[src/rtl/utf8_stream_decoder_unit_defines.svh]
// Assertion helpers shared by the decoder modules.
`ifndef UTF8_STREAM_DECODER_UNIT_DEFINES_SVH
`define UTF8_STREAM_DECODER_UNIT_DEFINES_SVH

// Same-cycle implication, checked out of reset.
`define U8SD_ASSERT_NOW(label, ante, cons, msg) \
  label: assert property (@(posedge clk) disable iff (!rst_n) (ante) |-> (cons)) \
    else $error(msg);

// Next-cycle implication, checked out of reset.
`define U8SD_ASSERT_NEXT(label, ante, cons, msg) \
  label: assert property (@(posedge clk) disable iff (!rst_n) (ante) |=> (cons)) \
    else $error(msg);

`endif

[src/rtl/u8sd_pkg.sv]
`timescale 1ns / 1ps
package u8sd_pkg;

  localparam int unsigned U8SD_BYTE_W     = 8;
  localparam int unsigned U8SD_CP_W       = 21;
  localparam int unsigned U8SD_CNT_W      = 3;
  localparam int unsigned U8SD_QUEUE_DEPTH = 4;

  localparam logic [U8SD_CP_W-1:0] U8SD_REPL_CHAR  = 21'h00FFFD;
  localparam logic [U8SD_CP_W-1:0] U8SD_MAX_SCALAR = 21'h10FFFF;
  localparam logic [U8SD_CP_W-1:0] U8SD_SURR_LO    = 21'h00D800;
  localparam logic [U8SD_CP_W-1:0] U8SD_SURR_HI    = 21'h00DFFF;
  localparam logic [U8SD_CP_W-1:0] U8SD_MIN_LEN1   = 21'h000080;
  localparam logic [U8SD_CP_W-1:0] U8SD_MIN_LEN2   = 21'h000800;
  localparam logic [U8SD_CP_W-1:0] U8SD_MIN_LEN3   = 21'h010000;

  // One accepted byte's worth of results: cnt results, all but the last
  // are replacements; the last carries cp and rep.
  typedef struct packed {
    logic [U8SD_CNT_W-1:0] cnt;
    logic [U8SD_CP_W-1:0]  cp;
    logic                  rep;
  } u8sd_desc_t;

endpackage

[src/rtl/u8sd_front.sv]
`timescale 1ns / 1ps
`include "utf8_stream_decoder_unit_defines.svh"
module u8sd_front
  import u8sd_pkg::*;
(
  input  logic                   clk,
  input  logic                   rst_n,
  input  logic                   accept,
  input  logic [U8SD_BYTE_W-1:0] text_byte,
  output logic                   desc_valid,
  output u8sd_desc_t             desc
);

  logic [1:0]           len_r, len_nxt;
  logic [1:0]           seen_r, seen_nxt;
  logic [U8SD_CP_W-1:0] part_r, part_nxt;

  logic [U8SD_CP_W-1:0]  acc;
  logic [1:0]            seen_inc;
  logic [U8SD_CP_W-1:0]  min_val;
  logic                  value_ok;
  logic                  is_cont;
  logic [U8SD_CNT_W-1:0] pend;
  logic [U8SD_CNT_W-1:0] tail;

  always_comb begin
    acc      = {part_r[U8SD_CP_W-7:0], text_byte[5:0]};
    seen_inc = seen_r + 2'd1;
    is_cont  = (text_byte[7:6] == 2'b10);
    case (len_r)
      2'd1:    min_val = U8SD_MIN_LEN1;
      2'd2:    min_val = U8SD_MIN_LEN2;
      default: min_val = U8SD_MIN_LEN3;
    endcase
    value_ok = (acc >= min_val) && (acc <= U8SD_MAX_SCALAR) &&
               !((acc >= U8SD_SURR_LO) && (acc <= U8SD_SURR_HI));

    len_nxt  = len_r;
    seen_nxt = seen_r;
    part_nxt = part_r;
    pend     = '0;
    tail     = '0;
    desc.cnt = '0;
    desc.cp  = U8SD_REPL_CHAR;
    desc.rep = 1'b1;

    if ((len_r != 2'd0) && is_cont) begin
      // absorb the continuation; finish the sequence when it is complete
      part_nxt = acc;
      seen_nxt = seen_inc;
      if (seen_inc >= len_r) begin
        len_nxt  = 2'd0;
        seen_nxt = 2'd0;
        part_nxt = '0;
        if (value_ok) begin
          desc.cnt = U8SD_CNT_W'(1);
          desc.cp  = acc;
          desc.rep = 1'b0;
        end else begin
          desc.cnt = U8SD_CNT_W'(len_r) + U8SD_CNT_W'(1);
        end
      end
    end else begin
      // flush the open sequence, then treat the byte as a new lead
      if (len_r != 2'd0) begin
        pend = U8SD_CNT_W'(seen_r) + U8SD_CNT_W'(1);
      end
      len_nxt  = 2'd0;
      seen_nxt = 2'd0;
      part_nxt = '0;
      if (text_byte == '0) begin
        tail = '0;
      end else if (text_byte[7] == 1'b0) begin
        tail     = U8SD_CNT_W'(1);
        desc.cp  = U8SD_CP_W'(text_byte);
        desc.rep = 1'b0;
      end else if (text_byte[7:5] == 3'b110) begin
        len_nxt  = 2'd1;
        part_nxt = U8SD_CP_W'(text_byte[4:0]);
      end else if (text_byte[7:4] == 4'b1110) begin
        len_nxt  = 2'd2;
        part_nxt = U8SD_CP_W'(text_byte[3:0]);
      end else if (text_byte[7:3] == 5'b11110) begin
        len_nxt  = 2'd3;
        part_nxt = U8SD_CP_W'(text_byte[2:0]);
      end else begin
        tail = U8SD_CNT_W'(1);
      end
      desc.cnt = pend + tail;
    end
  end

  assign desc_valid = accept && (desc.cnt != '0);

  always_ff @(posedge clk) begin
    if (!rst_n) begin
      len_r  <= 2'd0;
      seen_r <= 2'd0;
      part_r <= '0;
    end else if (accept) begin
      len_r  <= len_nxt;
      seen_r <= seen_nxt;
      part_r <= part_nxt;
    end
  end

  `U8SD_ASSERT_NOW(a_seen_below_len, len_r != 2'd0, seen_r < len_r, "continuation count overran")
  `U8SD_ASSERT_NOW(a_closed_is_clear, len_r == 2'd0, (seen_r == 2'd0) && (part_r == '0), "closed sequence holds stale state")
  `U8SD_ASSERT_NOW(a_desc_bounded, desc_valid, desc.cnt <= U8SD_CNT_W'(4), "more than four results for one byte")

endmodule

[src/rtl/u8sd_queue.sv]
`timescale 1ns / 1ps
module u8sd_queue
  import u8sd_pkg::*;
#(
  parameter int unsigned DEPTH = U8SD_QUEUE_DEPTH
) (
  input  logic       clk,
  input  logic       rst_n,
  input  logic       wr_en,
  input  u8sd_desc_t wr_data,
  output logic       full,
  input  logic       rd_en,
  output u8sd_desc_t rd_data,
  output logic       empty
);

  localparam int unsigned PTR_W = (DEPTH > 1) ? $clog2(DEPTH) : 1;
  localparam int unsigned CNT_W = $clog2(DEPTH + 1);

  u8sd_desc_t         mem_r [DEPTH];
  logic [PTR_W-1:0]   wr_ptr_r, wr_ptr_nxt;
  logic [PTR_W-1:0]   rd_ptr_r, rd_ptr_nxt;
  logic [CNT_W-1:0]   count_r, count_nxt;
  logic               do_wr, do_rd;

  assign full    = (count_r == CNT_W'(DEPTH));
  assign empty   = (count_r == '0);
  assign do_wr   = wr_en && !full;
  assign do_rd   = rd_en && !empty;
  assign rd_data = mem_r[rd_ptr_r];

  always_comb begin
    wr_ptr_nxt = wr_ptr_r;
    rd_ptr_nxt = rd_ptr_r;
    count_nxt  = count_r;
    if (do_wr) begin
      wr_ptr_nxt = (wr_ptr_r == PTR_W'(DEPTH - 1)) ? '0 : wr_ptr_r + PTR_W'(1);
    end
    if (do_rd) begin
      rd_ptr_nxt = (rd_ptr_r == PTR_W'(DEPTH - 1)) ? '0 : rd_ptr_r + PTR_W'(1);
    end
    if (do_wr && !do_rd) begin
      count_nxt = count_r + CNT_W'(1);
    end else if (do_rd && !do_wr) begin
      count_nxt = count_r - CNT_W'(1);
    end
  end

  always_ff @(posedge clk) begin
    if (!rst_n) begin
      wr_ptr_r <= '0;
      rd_ptr_r <= '0;
      count_r  <= '0;
    end else begin
      wr_ptr_r <= wr_ptr_nxt;
      rd_ptr_r <= rd_ptr_nxt;
      count_r  <= count_nxt;
    end
  end

  always_ff @(posedge clk) begin
    if (do_wr) begin
      mem_r[wr_ptr_r] <= wr_data;
    end
  end

endmodule

[src/rtl/u8sd_back.sv]
`timescale 1ns / 1ps
`include "utf8_stream_decoder_unit_defines.svh"
module u8sd_back
  import u8sd_pkg::*;
(
  input  logic                 clk,
  input  logic                 rst_n,
  input  u8sd_desc_t           head,
  input  logic                 q_empty,
  output logic                 q_rd_en,
  input  logic                 pop,
  output logic [U8SD_CP_W-1:0] code_point,
  output logic                 replaced,
  output logic                 last_of_run
);

  logic [1:0] idx_r, idx_nxt;
  logic       is_last;
  logic       xfer;

  assign is_last     = ((U8SD_CNT_W'(idx_r) + U8SD_CNT_W'(1)) == head.cnt);
  assign xfer        = pop && !q_empty;
  assign q_rd_en     = xfer && is_last;
  assign code_point  = is_last ? head.cp  : U8SD_REPL_CHAR;
  assign replaced    = is_last ? head.rep : 1'b1;
  assign last_of_run = is_last;

  always_comb begin
    idx_nxt = idx_r;
    if (xfer) begin
      idx_nxt = is_last ? 2'd0 : idx_r + 2'd1;
    end
  end

  always_ff @(posedge clk) begin
    if (!rst_n) begin
      idx_r <= 2'd0;
    end else begin
      idx_r <= idx_nxt;
    end
  end

  `U8SD_ASSERT_NOW(a_idx_in_run, !q_empty, U8SD_CNT_W'(idx_r) < head.cnt, "result index past its run")
  `U8SD_ASSERT_NOW(a_idx_idle, q_empty, idx_r == 2'd0, "run index left open on empty queue")
  `U8SD_ASSERT_NEXT(a_idx_wrap, xfer && is_last, idx_r == 2'd0, "run index did not restart")

endmodule

[src/rtl/utf8_stream_decoder_unit.sv]
`timescale 1ns / 1ps
// UTF-8 stream decoder.
// Input side is a queue: present one text byte on in_text_byte with push;
// the byte transfers on a clock edge where push is high and full is low.
// A zero byte terminates the text: it flushes replacements still owed for an
// open sequence and yields no code point of its own.
// Result side is a queue too: while empty is low the oldest result sits on
// out_code_point / out_replaced / out_last_of_run, and it transfers on an
// edge where pop is high. out_last_of_run marks the final result of a byte.
// On an empty queue, a byte's first result is visible the cycle after its transfer.
// Throughput: one byte per cycle while each byte yields at most one result;
// an error run emits up to four U+FFFD results, one per cycle on the result
// side while pop is high, while the descriptor queue (QUEUE_DEPTH entries)
// keeps absorbing input. full rises only when that queue is full, i.e. when
// the receiver stalls or replacement runs outpace the result side.
// Reset (rst_n low, synchronous) closes any open sequence and drops every
// queued result. Stalling pop holds the current result steady.
module utf8_stream_decoder_unit
  import u8sd_pkg::*;
#(
  parameter int unsigned QUEUE_DEPTH = U8SD_QUEUE_DEPTH
) (
  input  logic                   clk,
  input  logic                   rst_n,
  input  logic                   push,
  output logic                   full,
  input  logic [U8SD_BYTE_W-1:0] in_text_byte,
  output logic                   empty,
  input  logic                   pop,
  output logic [U8SD_CP_W-1:0]   out_code_point,
  output logic                   out_replaced,
  output logic                   out_last_of_run
);

  logic       accept;
  logic       desc_valid;
  u8sd_desc_t desc;
  u8sd_desc_t head;
  logic       q_rd_en;

  // Transfer a byte only when a descriptor slot is free.
  assign accept = push && !full;

  // Front: track the open sequence and classify each byte into a run.
  u8sd_front u_front (
    .clk        (clk),
    .rst_n      (rst_n),
    .accept     (accept),
    .text_byte  (in_text_byte),
    .desc_valid (desc_valid),
    .desc       (desc)
  );

  // Queue of runs between classification and emission.
  u8sd_queue #(
    .DEPTH (QUEUE_DEPTH)
  ) u_queue (
    .clk     (clk),
    .rst_n   (rst_n),
    .wr_en   (desc_valid),
    .wr_data (desc),
    .full    (full),
    .rd_en   (q_rd_en),
    .rd_data (head),
    .empty   (empty)
  );

  // Back: expand the head run into individual results.
  u8sd_back u_back (
    .clk         (clk),
    .rst_n       (rst_n),
    .head        (head),
    .q_empty     (empty),
    .q_rd_en     (q_rd_en),
    .pop         (pop),
    .code_point  (out_code_point),
    .replaced    (out_replaced),
    .last_of_run (out_last_of_run)
  );

endmodule
[config.mk]
export PLATFORM = sky130hd
export DESIGN_NAME = utf8_stream_decoder_unit
export DESIGN_NICKNAME = d
export VERILOG_FILES = /design/src/rtl/u8sd_pkg.sv /design/src/rtl/u8sd_front.sv /design/src/rtl/u8sd_queue.sv /design/src/rtl/u8sd_back.sv /design/src/rtl/utf8_stream_decoder_unit.sv
export VERILOG_INCLUDE_DIRS = /design/src /design/src/rtl
export SDC_FILE = /design/constraint.sdc
export NUM_CORES = 1
export LEC_CHECK = 0
export ABC_AREA = 1
export BUFFER_PORTS_ARGS = -buffer_cell sky130_fd_sc_hd__buf_2
export CAP_MARGIN = 10
export CELL_PAD_IN_SITES_DETAIL_PLACEMENT = 0
export CELL_PAD_IN_SITES_GLOBAL_PLACEMENT = 1
export CORE_MARGIN = 3
export CORE_UTILIZATION = 50
export CTS_BUF_LIST = sky130_fd_sc_hd__clkbuf_2
export DETAILED_ROUTE_END_ITERATION = 8
export PLACE_DENSITY_LB_ADDON = 0.1
export SYNTH_ARGS = -nofsm -noshare
export SYNTH_HDL_FRONTEND = slang
export SYNTH_SLANG_ARGS = --single-unit
[constraint.sdc]
create_clock -name clk -period 5.1 [get_ports clk]
set_input_delay 1.275 -clock clk [delete_from_list [all_inputs] [get_ports clk]]
set_output_delay 1.275 -clock clk [all_outputs]
set_load 0.01 [all_outputs]
======== Yosys cells after proc, flatten, opt, wreduce, memory -nomap -nowiden ========
Memory sizes are Yosys's and may differ from the RTL's. A register that Yosys moved wholly into a read port is not among the register bits.
Index checks and enable logic that the tools add are counted.
operators by class
  equal/unequal tests ..................... 11
  $add $sub $neg .......................... 10
  magnitude comparators ................... 5
  muxes and demuxes ....................... 42
  reduce and logical (&&, ||, !) cells .... 23
operator list
  kind                  count
  $mux 15               6
  $mux 25               2
  $mux 22               2
  $pmux 17 s2           1
  $mux 3                11
  $mux 2                14
  $ge 21x16->1 const B  1
  $ge 21x17->1          1
  $le 21x16->1 const B  1
  $le 21x21->1 const B  1
  $mux 21               1
  $mux 17               1
  $logic_and 1x1->1     12
  $add 2x1->3 const B   3
  $add 2x1->2 const B   4
  $eq 2x2->1 const B    4
  $logic_not 8->1       1
  $eq 3x3->1 const B    2
  $eq 5x5->1 const B    1
  $logic_not 1->1       5
  $eq 4x4->1 const B    1
  $mux 1                4
  $reduce_bool 2->1     2
  $add 3x1->3 const B   1
  9 further kinds       9
word-level totals
  memories ................................ 1
  output and inout bits ................... 25
  bits of input ports ..................... 12
  bits in registers ....................... 28
  bits in writable memories ............... 100
memories
  name           words  width  rd ports  clocked after Yosys merged registers in  write ports  line              RTL
  u_queue.mem_r  4      25     1         1                                        1            u8sd_queue.sv:20  u8sd_desc_t mem_r [DEPTH];

======== Depth between registers and ports, before layout ========
Gate-level depths: netlist of the first run.
  depth after elaboration ................. 16
  gate-level depth with buffers ........... 24
  depth with buffers taken out ............ 24

======== Modules after synthesis ========
Synthesis of the first run repeated with hierarchy kept, for this count alone.
second synthesis, totals
  cells, all modules ...................... 604
  area, all modules ....................... 6194.7 um^2
by module, submodules not included
  module                    cells an instance  instances  area an instance (um^2)
  u8sd_queue                314                1          4305.4
  u8sd_front                227                1          1530.2
  u8sd_back                 61                 1          349.1
  utf8_stream_decoder_unit  2                  1          10.0

======== Worst setup path before layout of the first run ========
OpenSTA, ideal clock, no wires.
  path type ............................... in2reg
  from .................................... input in_text_byte[6]
  to ...................................... memory u_queue.mem_r[0][0] (netlist bit) (enable)
  library setup time ...................... 407 ps
  path buffers ............................ 0
  stages .................................. 15
  slack ................................... 798 ps
  arrival ................................. 3895 ps
  cells stage by stage .................... nand2_1 nor2_1 inv_1 nor3_1 inv_1 and3_1 ha_1 ha_1 xor2_1 nand2_1 nand2_1 nor2_1 nand2_1 nand2_1 nor2_1
RTL lines
  element          line                            RTL
  start, declared  utf8_stream_decoder_unit.sv:27  input logic [U8SD_BYTE_W-1:0] in_text_byte,
  end, declared    u8sd_queue.sv:20

==> summary.txt, run 1 <==
GRT
  • Total track usage: 20.9%
  • Largest net degree at the start of global routing: 51
  • Total gr overflow: 0
  • Initial antenna violation count: 0
  • First-pass GRT wire length: 20.6 mm
  • Vias in the first global route: 3937

Die
  • Initial Utilization: 52.5%
  • Die Span X: 114 um
  • Total die area: 13000 um2
  • Standard-cell rows: 38
  • I/O Pins: 37
  • Vert. Die Dim: 114 um
  • Core ar.: 11100 um2

Synthesis
  • Mean Syn Cell Area: 10.3 um2
  • Warnings, synthesis: 0
  • Top_reg_cell synth: edfxtp_1
  • Largest area contributor in the netlist: edfxtp_1
  • Number of distinct library cells after synthesis: 37
  • #FFs+latches synth: 130
  • Synthesized area: 5840 um2
  • Syn Nets: 599
  • Mapped Cells: 567
  • Area contributors post-synth: edfxtp_1, dfxtp_1, nor2_1, nand2_1, o21ai_0
  • Most common cell in the netlist: nor2_1
  • Post-synth EDFFs: 100
  • Async set-or-reset flop fraction in the synthesized netlist: 0%
  • Top cells by count, synth: nor2_1, edfxtp_1, nand2_1
  • Post-synth top area share: 51.4%
  • Seq/Total Area, Yosys: 61.7%

Detailed routing
  • DRC Markers: 0
  • Via count: 4119
  • DR iter-0 viols: 311
  • Wire per inst: 16.7 um
  • Vias per cell: 5.42
  • Routed Wire Length: 12.7 mm
  • Pre-Repair DR Iteration Count: 5
  • Detail Route Antenna Nets: 0

Run
  • Max Cap Viol: 0

Layout
  • Multi-input logic area: 1960 um2
  • Design area: 6390 um2
  • Nets: 639
  • Register Area: 3600 um2
  • Fillers: 1000
  • N_diodes: 0
  • Layout Area Growth over Synthesis: 9.38%
  • Share of post-route cells with drive strength above 1: 16.1%

Placement
  • GP Congestion: 0.914
  • Detail Placement HPWL: 8.15 mm
  • DP Area: 6160 um2
  • PortBufs: 36

Pwr
  • Leakage: 2.36 nW
  • Maximum vdd drop: 0.000211 V
  • Power density over cell area: 447 nW/um2

STA
  • Slew headroom: 42.7%
  • Slew @ Worst Pin: 0.858 ns
  • Clk_skew: 0.0164 ns
  • Setup-failing EPs final: 0
  • Setup TNS: 0 ns
  • Fin. Hold Viols: 0
  • Final worst-path cycle share: 86.8%
  • Slew Viols, Final: 0
  • RSZ-0062 raised after global routing: no
  • Fmax: 226 MHz
  • Final Critical Period: 4.43 ns

Clock tree
  • Hold buffers post-CTS: 0
  • Num CTS Buffers: 17
  • Root buffer cell: clkbuf_2
  • Clock-pin slew on the worst setup and hold paths: 0.18 ns
  • Post_cts resized: 0
  • Sink Count: 130
  • Worst-Skew Late Latency: 0.66 ns
  • Clock Path Buffers: 2
  • Number of setup buffers added after CTS: 0
  • CTS tree: done
  • Htree depth: 4

Critical path
  • Startpoint types: register
  • CP arrival: 3.15 ns
  • CP required: 3.83 ns
  • R2r endpoint: u_queue.count_r[2]
  • Worst-path maximum fanout: 25
  • Reg2Reg Depth: 21
  • CP Capture Type: output port
  • Critical path class: register to output port
  • Reg2Reg Setup Slack: 1.43 ns
  • Reg2reg start: u_front.len_r[0]

Worst hold path
  • Hold Path Class: register to register
  • Hold Path Cell Cnt: 2
  • Worst Hold End: u_front.seen_r[1]
  • Hold path startpoint: u_front.seen_r[1]

Outcome
  • Status: complete, no violations
[through the flow]
step / hold WS (ns) / total power [mW] / instances / util (%) / setup slack [ns]
6_report: 0.484 / 2.85 / 760 / 57.4 / 0.673
4_1_cts: 0.491 / 2.89 / 760 / 57.4 / 0.517
5_1_grt: 0.517 / 3.06 / 760 / 57.4 / 0.293
3_5_place_dp: 0.469 / 2.30 / 728 / 55.4 / 0.626
2_1_floorplan: 0.448 / 2.00 / 567 / - / 0.798
3_3_place_gp: 0.456 / 2.28 / 728 / 55.4 / 0.726
[sequential cells by signal (all words and copies together), names as in the netlist, named ones only]
signal,cells
u_queue.wr_ptr_r,2
u_front.part_r,15
u_queue.mem_r,100
u_queue.count_r,3
u_front.len_r,2
u_front.seen_r,2
u_back.idx_r,2
u_queue.rd_ptr_r,2
[worst max-delay path by stage]
| stage | from | endpoint | cells after the start |
|---|---|---|---|
| floorplan | in_text_byte[6] | u_queue.mem_r[0][0] | 15 |
| global placement | in_text_byte[6] | u_queue.count_r[2] | 23 |
| detailed placement | in_text_byte[5] | u_queue.count_r[2] | 23 |
| CTS | register | out_replaced | 8 |
| global route | register | out_code_point[8] | 9 |
| finish | register | out_code_point[8] | 8 |
[worst max-delay path, cell delays in order, from the launching register on]
cell and delay, ns:
dfxtp_1 0.35, inv_1 0.62, nand3_1 0.16, nand2_1 0.13, xor2_1 0.18, nand3_2 0.27
clkinv_2 0.37, o221ai_1 0.22, buf_2 0.18
[cells by family (layout without fill, tap and decap cells)]
logic type / count (synthesis) / count (layout) / share of synthesized area (%)
adder cells (fa/ha/maj): 20 / 20 / 4.41
AO/OA/AOI/OAI: 116 / 116 / 12.4
flip-flops: 130 / 130 / 61.7
XOR/XNOR: 4 / 4 / 0.600
AND/OR/NAND/NOR: 227 / 227 / 16.0
buffers and inverters: 70 / 123 / 4.88
[power by group]
group | switching (mW) | internal [mW] | total [mW]
sequential | 0.0507 | 1.27 | 1.32
combinational | 0.635 | 0.299 | 0.934
clock | 0.372 | 0.223 | 0.595
[metal layers]
metal | track usage, % | wire length [um]
met1 | 27.4 | 5500
met2 | 34.8 | 6290
met3 | 5.50 | 794
met4 | 5.62 | 109
met5 | 0 | 0
[cell type report]
cell class | count | share of cell area [%]
Timing Repair Buffer | 44 | 3.76
Inverter | 47 | 2.78
Sequential cell | 130 | 56.4
Tap cell | 140 | 2.74
Multi-Input combinational cell | 367 | 30.7
Clock buffer | 18 | 1.41
Clock inverter | 14 | 2.19
[placed cells by master (no fill, tap or decap), types with 2 or more instances in the layout]
cell type,synthesis,routed
a21oi_1,29,29
buf_2,5,36
buf_4,0,8
bufinv_16,0,2
clkbuf_2,0,18
clkinv_1,1,3
clkinv_2,1,4
clkinv_4,0,3
clkinvlp_4,0,3
dfxtp_1,30,30
edfxtp_1,100,100
ha_1,19,19
inv_1,43,43
inv_2,2,2
nand2_1,91,91
nand3_1,16,16
nand3_2,2,2
nand4_1,6,6
nor2_1,101,97
nor2_2,1,5
nor3_1,2,2
o21ai_0,60,59
o21ai_1,3,4
o221ai_1,7,7
o221ai_2,9,9
o22ai_1,2,2
or2_2,4,4
xor2_1,4,4
Note: power is estimated with default switching activity, not from simulation.
==> run 2, diff against run 1 <==
- CORE_UTILIZATION: 50 -> 45
- clock period: 5.1 -> 3.6 ns (I/O delays scaled with it)
==> run 2 against run 1 <==
  * Hold slack improved by 0.015 ns
  * Sequential power increased by 42%
  * Via count increased by 1.9%
  * Setup slack got worse by 0.43 ns
  * Flip-flop and latch count unchanged
  * Final area increased by 6.1%
  * Sequential share of layout area decreased by 3.2 points
  * Utilization decreased by 2.6 points
  * Clock power increased by 75%
  * Combinational power increased by 54%
  * Count of clock-buffer cells in the layout decreased by 1
  * Critical path type unchanged
  * Highest routed layer unchanged
==> summary.txt, run 2 (synthesis results as in run 1) <==
STA
  • Hold_ws: 0.499 ns (+0.0152 ns)
  • Slew @ Worst Pin: 0.581 ns (-0.277 ns)
  • Fin. Hold Viols: 0 (unchanged)
  • Setup-failing EPs final: 0 (unchanged)
  • Final worst-path cycle share: 93.4%
  • Slew headroom: 61.0% (+18 points)
  • Final Critical Period: 3.36 ns
  • Fmax: 298 MHz
  • Setup TNS: 0 ns (unchanged)
  • Clk_skew: 0.0291 ns (+0.0127 ns)
  • Slew Viols, Final: 0 (unchanged)

Layout
  • Layout Area Growth over Synthesis: 16.0%
  • Commonest non-fill, non-tap cell in the layout: edfxtp_1
  • Multi-input logic area: 1980 um2 (+1.0%)
  • N_diodes: 0 (unchanged)
  • Share of post-route cells with drive strength above 1: 20.1% (+4.0 points)
  • Top flop regs: u_queue.mem_r: 100 flops, u_front.part_r: 15 flops, u_queue.count_r: 3 flops
  • Top reg by flops: u_queue.mem_r
  • Register Area: 3610 um2 (+0.14%)
  • Nets: 665 (+4.1%)
  • Final core utilization: 54.8% (-2.6 points)
  • Fillers: 1137 (+14%)
  • Most frequent cells in the layout: edfxtp_1, nor2_1, nand2_1
  • Max reg flops: 100 (unchanged)

Clock tree
  • Sink Count: 130 (unchanged)
  • CTS tree: done
  • Clock Path Buffers: 2 (unchanged)
  • Root buffer cell: clkbuf_2
  • Num CTS Buffers: 17 (unchanged)
  • Worst-Skew Late Latency: 0.69 ns (+0.03 ns)
  • Clock-pin slew on the worst setup and hold paths: 0.20 ns (+0.02 ns)
  • Htree depth: 4 (unchanged)

Pwr
  • Total power: 4.36 mW (+53%)
  • Power density over cell area: 643 nW/um2 (+44%)
  • Maximum vdd drop: 0.000330 V (+56%)
  • Leakage: 2.55 nW (+7.9%)

Run
  • Max Cap Viol: 0 (unchanged)

Detailed routing
  • Detail Route Antenna Nets: 0 (unchanged)
  • Routed Wire Length: 12.9 mm (+1.9%)
  • Via count: 4197 (+1.9%)
  • DR iter-0 viols: 333 (+7.1%)
  • Wire per inst: 15.9 um (-4.9%)
  • Pre-Repair DR Iteration Count: 4 (-1)
  • Vias per cell: 5.16 (-4.9%)
  • DRC Markers: 0 (unchanged)

Critical path
  • Critical path class: register to output port
  • Startpoint types: register
  • CP required: 2.70 ns (-1.13 ns)
  • Worst-path maximum fanout: 23 (-8.0%)
  • Reg2reg start: u_front.len_r[0]
  • CP Capture Type: output port
  • CP arrival: 2.46 ns (-0.69 ns)

GRT
  • Total track usage: 19.0% (-1.9 points)
  • Largest net degree at the start of global routing: 45 (-12%)
  • Total gr overflow: 0 (unchanged)
  • Initial antenna violation count: 0 (unchanged)
  • First-pass GRT wire length: 20.9 mm (+1.8%)
  • Vias in the first global route: 4064 (+3.2%)

Die
  • I/O Pins: 37 (unchanged)
  • Vert. Die Dim: 120 um (+5.1%)
  • Total die area: 14400 um2 (+11%)
  • Die Span X: 120 um (+5.1%)
  • Standard-cell rows: 40 (+5.3%)
  • Initial Utilization: 47.2% (-5.2 points)
  • Core ar.: 12400 um2 (+11%)

Outcome
  • Status: complete, no violations

Worst hold path
  • Hold Path Class: register to register
  • Hold path startpoint: u_front.part_r[11]

Placement
  • GP Congestion: 0.847 (-7.4%)
  • Detail Placement HPWL: 8.42 mm (+3.3%)
  • PortBufs: 36 (unchanged)
-- run 2: area by class of cell --
class                      instances  share of cell area, %
clock buffer                      17                   1.26
clock inverter                    15                   3.10
inverter                          47                   2.82
multi-input combinational        367                   29.2
sequential                       130                   53.2
tap                              168                   3.10
timing repair buffer              70                   7.22
-- run 2: final timing paths --
kind / slack [ns] / end / depth (start not counted)
min reg2reg: 0.50 / u_front.part_r[11] / 2
max reg2reg: 0.30 / u_queue.count_r[2] / 21
min: 0.50 / u_front.part_r[11] / 2
max: 0.24 / out_code_point[17] / 8
-- run 2: repair_timing --
action                     in CTS  in global routing
setup endpoints to repair      17                 17
hold buffers                    0                  0
resized for setup               5                  6
buffers inserted                0                  3
pin swaps                       0                  1
-- run 2: critical path, stage by stage, from the launching register on --
cell and delay, ns:
dfxtp_1 0.45, buf_6 0.25, nand3_1 0.10, nand2_1 0.08, xor2_1 0.23, nand3_4 0.17
buf_4 0.19, a21oi_1 0.13, buf_2 0.15
-- run 2: through the flow --
step	cells	instance area, um2	setup slack [ns]
6_report	814	6780	0.239
5_1_grt	814	6780	-0.000938
4_1_cts	811	6740	0.0291
3_5_place_dp	779	6420	-0.222
3_3_place_gp	779	6420	-0.0696
2_1_floorplan	567	5840	-0.327
-- run 2: routing by layer --
metal	up-vias	routed length [um]	GRT usage, %
li1	2103	-	-
met1	2004	6070	25.0
met2	73	6100	30.5
met3	17	502	4.38
met4	0	265	7.87
met5	-	0	0
-- run 2: where the power goes --
group	switching [mW]	internal, mW
sequential	0.0791	1.80
clock	0.522	0.522
combinational	0.920	0.518
==> run 3, diff against run 2 <==
--- a/config.mk
+++ b/config.mk
@@ -19,3 +19,4 @@
 export SYNTH_ARGS = -nofsm -noshare
 export SYNTH_HDL_FRONTEND = slang
+export SYNTH_HIERARCHICAL = 1
 export SYNTH_SLANG_ARGS = --single-unit
==> constraint.sdc (replaced) <==
create_clock -name clk -period 3.6 [get_ports clk]
set_input_delay 0.9 -clock clk [delete_from_list [all_inputs] [get_ports clk]]
set_output_delay 0.9 -clock clk [all_outputs]
set_load 0.02 [all_outputs]
==> run 3 against run 2 <==
  * Flip-flop and latch count is the same
  * Register-to-register slack better by 0.08 ns
  * Clock skew grew 0.0031 ns
  * Synthesized area up 6.1%
  * Die area increased by 5.8%
  * Non-clock buffer count shrank 1
  * Clock power shrank 15%
  * Combinational power rose by 12%
==> summary.txt, run 3 <==
Run
  • Max Cap Viol: 0 (unchanged)

STA
  • Slew Viols, Final: 0 (unchanged)
  • Slew @ Worst Pin: 0.631 ns (+0.0501 ns)
  • RSZ-0062 raised after global routing: no
  • Final Critical Period: 3.40 ns (+0.0385 ns)
  • Final worst-path cycle share: 94.4% (+1.1 points)
  • Fin. Hold Viols: 0 (unchanged)
  • Hold_ws: 0.462 ns (-0.0375 ns)
  • Clk_skew: 0.0322 ns (+0.00307 ns)
  • Fmax: 294 MHz (-1.1%)
  • Slew headroom: 57.5% (-3.5 points)
  • Setup-failing EPs final: 0 (unchanged)

Clock tree
  • Clock-pin slew on the worst setup and hold paths: 0.19 ns (about the same)
  • Worst-Skew Late Latency: 0.67 ns (-0.02 ns)
  • CTS tree: done
  • Htree depth: 4 (unchanged)
  • Hold buffers post-CTS: 0 (unchanged)
  • Sink Count: 130 (unchanged)
  • Num CTS Buffers: 17 (unchanged)
  • Root buffer cell: clkbuf_2
  • Clock Path Buffers: 2 (unchanged)

GRT
  • Total track usage: 19.0% (-0.091 points)
  • Largest net degree at the start of global routing: 37 (-18%)
  • First-pass GRT wire length: 21.4 mm (+2.1%)
  • Initial antenna violation count: 0 (unchanged)
  • Total gr overflow: 0 (unchanged)
  • Vias in the first global route: 4012 (-1.3%)

Critical path
  • Worst-path maximum fanout: 13 (-43%)
  • CP required: 2.70 ns (about the same)
  • Reg2Reg Depth: 23 (+9.5%)
  • CP arrival: 2.50 ns (+0.04 ns)
  • Critical path class: register to output port
  • CP Capture Type: output port
  • Reg2reg start: u_front/len_r[1]
  • Reg2Reg Setup Slack: 0.38 ns (+0.08 ns)
  • R2r endpoint: u_queue/count_r[2]
  • Startpoint types: register

Synthesis
  • Most common cell in the netlist: nor2_1
  • Syn Nets: 636 (+6.2%)
  • Number of distinct library cells after synthesis: 44 (+19%)
  • Top cells by count, synth: nor2_1, edfxtp_1, inv_1
  • Seq/Total Area, Yosys: 58.2% (-3.5 points)
  • Mean Syn Cell Area: 10.3 um2 (-0.43%)
  • Synthesized area: 6190 um2 (+6.1%)
  • Largest area contributor in the netlist: edfxtp_1
  • #FFs+latches synth: 130 (unchanged)
  • Async set-or-reset flop fraction in the synthesized netlist: 0% (unchanged)
  • Warnings, synthesis: 6 (+6)
  • Post-synth EDFFs: 100 (unchanged)
  • Area contributors post-synth: edfxtp_1, dfxtp_1, nor2_1, inv_1, ha_1
  • Top_reg_cell synth: edfxtp_1
  • Post-synth top area share: 48.5% (-2.9 points)
  • Mapped Cells: 604 (+6.5%)

Placement
  • Detail Placement HPWL: 8.86 mm (+5.1%)
  • Dpl cells: 822 (+5.5%)
  • PortBufs: 36 (unchanged)
  • GP Congestion: 0.802 (-5.3%)

Detailed routing
  • Via count: 4306 (+2.6%)
  • Routed Wire Length: 13.9 mm (+7.3%)
  • Detail Route Antenna Nets: 0 (unchanged)
  • DR iter-0 viols: 299 (-10%)
  • Pre-Repair DR Iteration Count: 4 (unchanged)
  • Vias per cell: 5.00 (-3.0%)
  • DRC Markers: 0 (unchanged)
  • Wire per inst: 16.1 um (+1.4%)

Layout
  • Top flop regs: u_queue/mem_r: 100 flops, u_front/part_r: 15 flops, u_queue/count_r: 3 flops
  • Commonest non-fill, non-tap cell in the layout: nor2_1
  • Max reg flops: 100 (unchanged)
  • Nets: 704 (+5.9%)
  • N_diodes: 0 (unchanged)
  • Most frequent cells in the layout: nor2_1, edfxtp_1, inv_1
  • Post-route insts no fill: 861 (+5.8%)
  • Share of post-route cells with drive strength above 1: 24.5% (+4.4 points)
  • Top reg by flops: u_queue/mem_r
  • Layout Area Growth over Synthesis: 14.4%

Worst hold path
  • Hold path startpoint: in_text_byte[0]
  • Hold Path Cell Cnt: 3 (+1)
  • Worst Hold End: u_front/part_r[0]
  • Hold Path Class: input pin to register

Pwr
  • Net Sw Power: 1.62 mW (+6.8%)
  • Power density over cell area: 626 nW/um2 (-2.7%)
  • Maximum vdd drop: 0.000229 V (-30%)
  • Leakage: 2.78 nW (+9.1%)
  • Sequential power share: 43.9% (+0.9 points)
  • Sw frac: 36.6% (+1.7 points)
  • P_int: 2.81 mW (-1.0%)
  • Combinational share of power: 36.2% (+3.2 points)
  • Clk pwr share: 19.9% (-4.1 points)

Die
  • Initial Utilization: 46.4% (-0.84 points)
  • Vert. Die Dim: 123 um (+2.8%)
  • Standard-cell rows: 42 (+5.0%)
  • Total die area: 15200 um2 (+5.8%)
  • Die Span X: 123 um (+2.8%)
  • Core ar.: 13300 um2 (+8.0%)
  • I/O Pins: 37 (unchanged)

Outcome
  • Status: complete, no violations
## run 3: changes by cell type after synthesis, sizes merged, moves of 4 or more
cell    before  now
inv         45   71
o22ai        2   25
o221ai      16    0
nand2       91   76
clkbuf      15    3
nor2       103  115
buf          8   19
or2          5   16
a21oi       29   21
a211oi       1    6
o21ai       63   68
xor2         4    0
## run 3: worst max path at each step
stage	startpoint	end	slack, ns	cells past startpoint
floorplan	in_text_byte[3]	u_queue/mem_r[0][0]	-0.28	14
global placement	in_text_byte[1]	u_queue/count_r[1]	0.003	23
detailed placement	in_text_byte[1]	u_queue/count_r[1]	-0.13	23
CTS	register	out_code_point[11]	0.006	8
global route	register	out_code_point[8]	0.01	8
finish	register	out_code_point[8]	0.20	8
## run 3: cells by family after synthesis
logic type,Yosys count,share of synthesized area [%]
simple gates,235,17.5
xor+xnor,2,0.404
compound gates,123,12.3
buf+inv,94,7.49
fa+ha+maj,20,4.16
flops,130,58.2
## run 3: worst max-delay path, stage by stage (launching register included)
cell and delay [ns]:
dfxtp_4 0.44, buf_6 0.17, o21ai_1 0.08, o22ai_1 0.21
nand2_1 0.10, nand2_2 0.20, nand3_2 0.22, or2_1 0.27
buf_2 0.16
## run 3: cell type report
| cell class | count | area [um2] |
|---|---|---|
| multi-input combinational | 382 | 2240 |
| timing repair buffer | 69 | 482 |
| tap | 176 | 220 |
| inverter | 72 | 297 |
| sequential | 130 | 3610 |
| clock buffer | 18 | 90.1 |
| fill | 1246 | 6260 |
| clock inverter | 14 | 145 |
## run 3: timing repair
action	in CTS	in global routing
setup endpoints to repair	23	23
buffers inserted	2	3
gates resized for setup	12	11
pin swaps	2	3
cloned	1	1
## run 3: per-layer routing
layer | part of all wire (%) | track usage [%] | vias up
li1 | - | - | 2193
met1 | 48 | 25.6 | 2031
met2 | 48 | 30.8 | 80
met3 | 3.7 | 4.53 | 2
met4 | 0.32 | 4.98 | 0
met5 | 0 | 0 | -
## run 3: power by group through the flow
stage | registers (mW) | logic [mW] | clock network [mW]
floorplan | 1.96 | 0.991 | 0
global placement | 1.97 | 1.35 | 0
detailed placement | 1.98 | 1.38 | 0
CTS | 1.94 | 1.50 | 0.905
global route | 1.97 | 1.77 | 0.969
finish | 1.94 | 1.61 | 0.882
## run 3: metrics by stage
stage          util (%)  total power [mW]  setup TNS [ns]  setup WS, ns  instance area [um2]
2_1_floorplan         -              2.95          -28.29        -0.283                 6190
3_3_place_gp       50.1              3.33               0       0.00335                 6680
3_5_place_dp       50.1              3.35          -0.157        -0.130                 6680
4_1_cts            52.3              4.35               0       0.00560                 6980
5_1_grt            53.1              4.71               0        0.0129                 7080
6_report           53.1              4.43               0         0.200                 7080
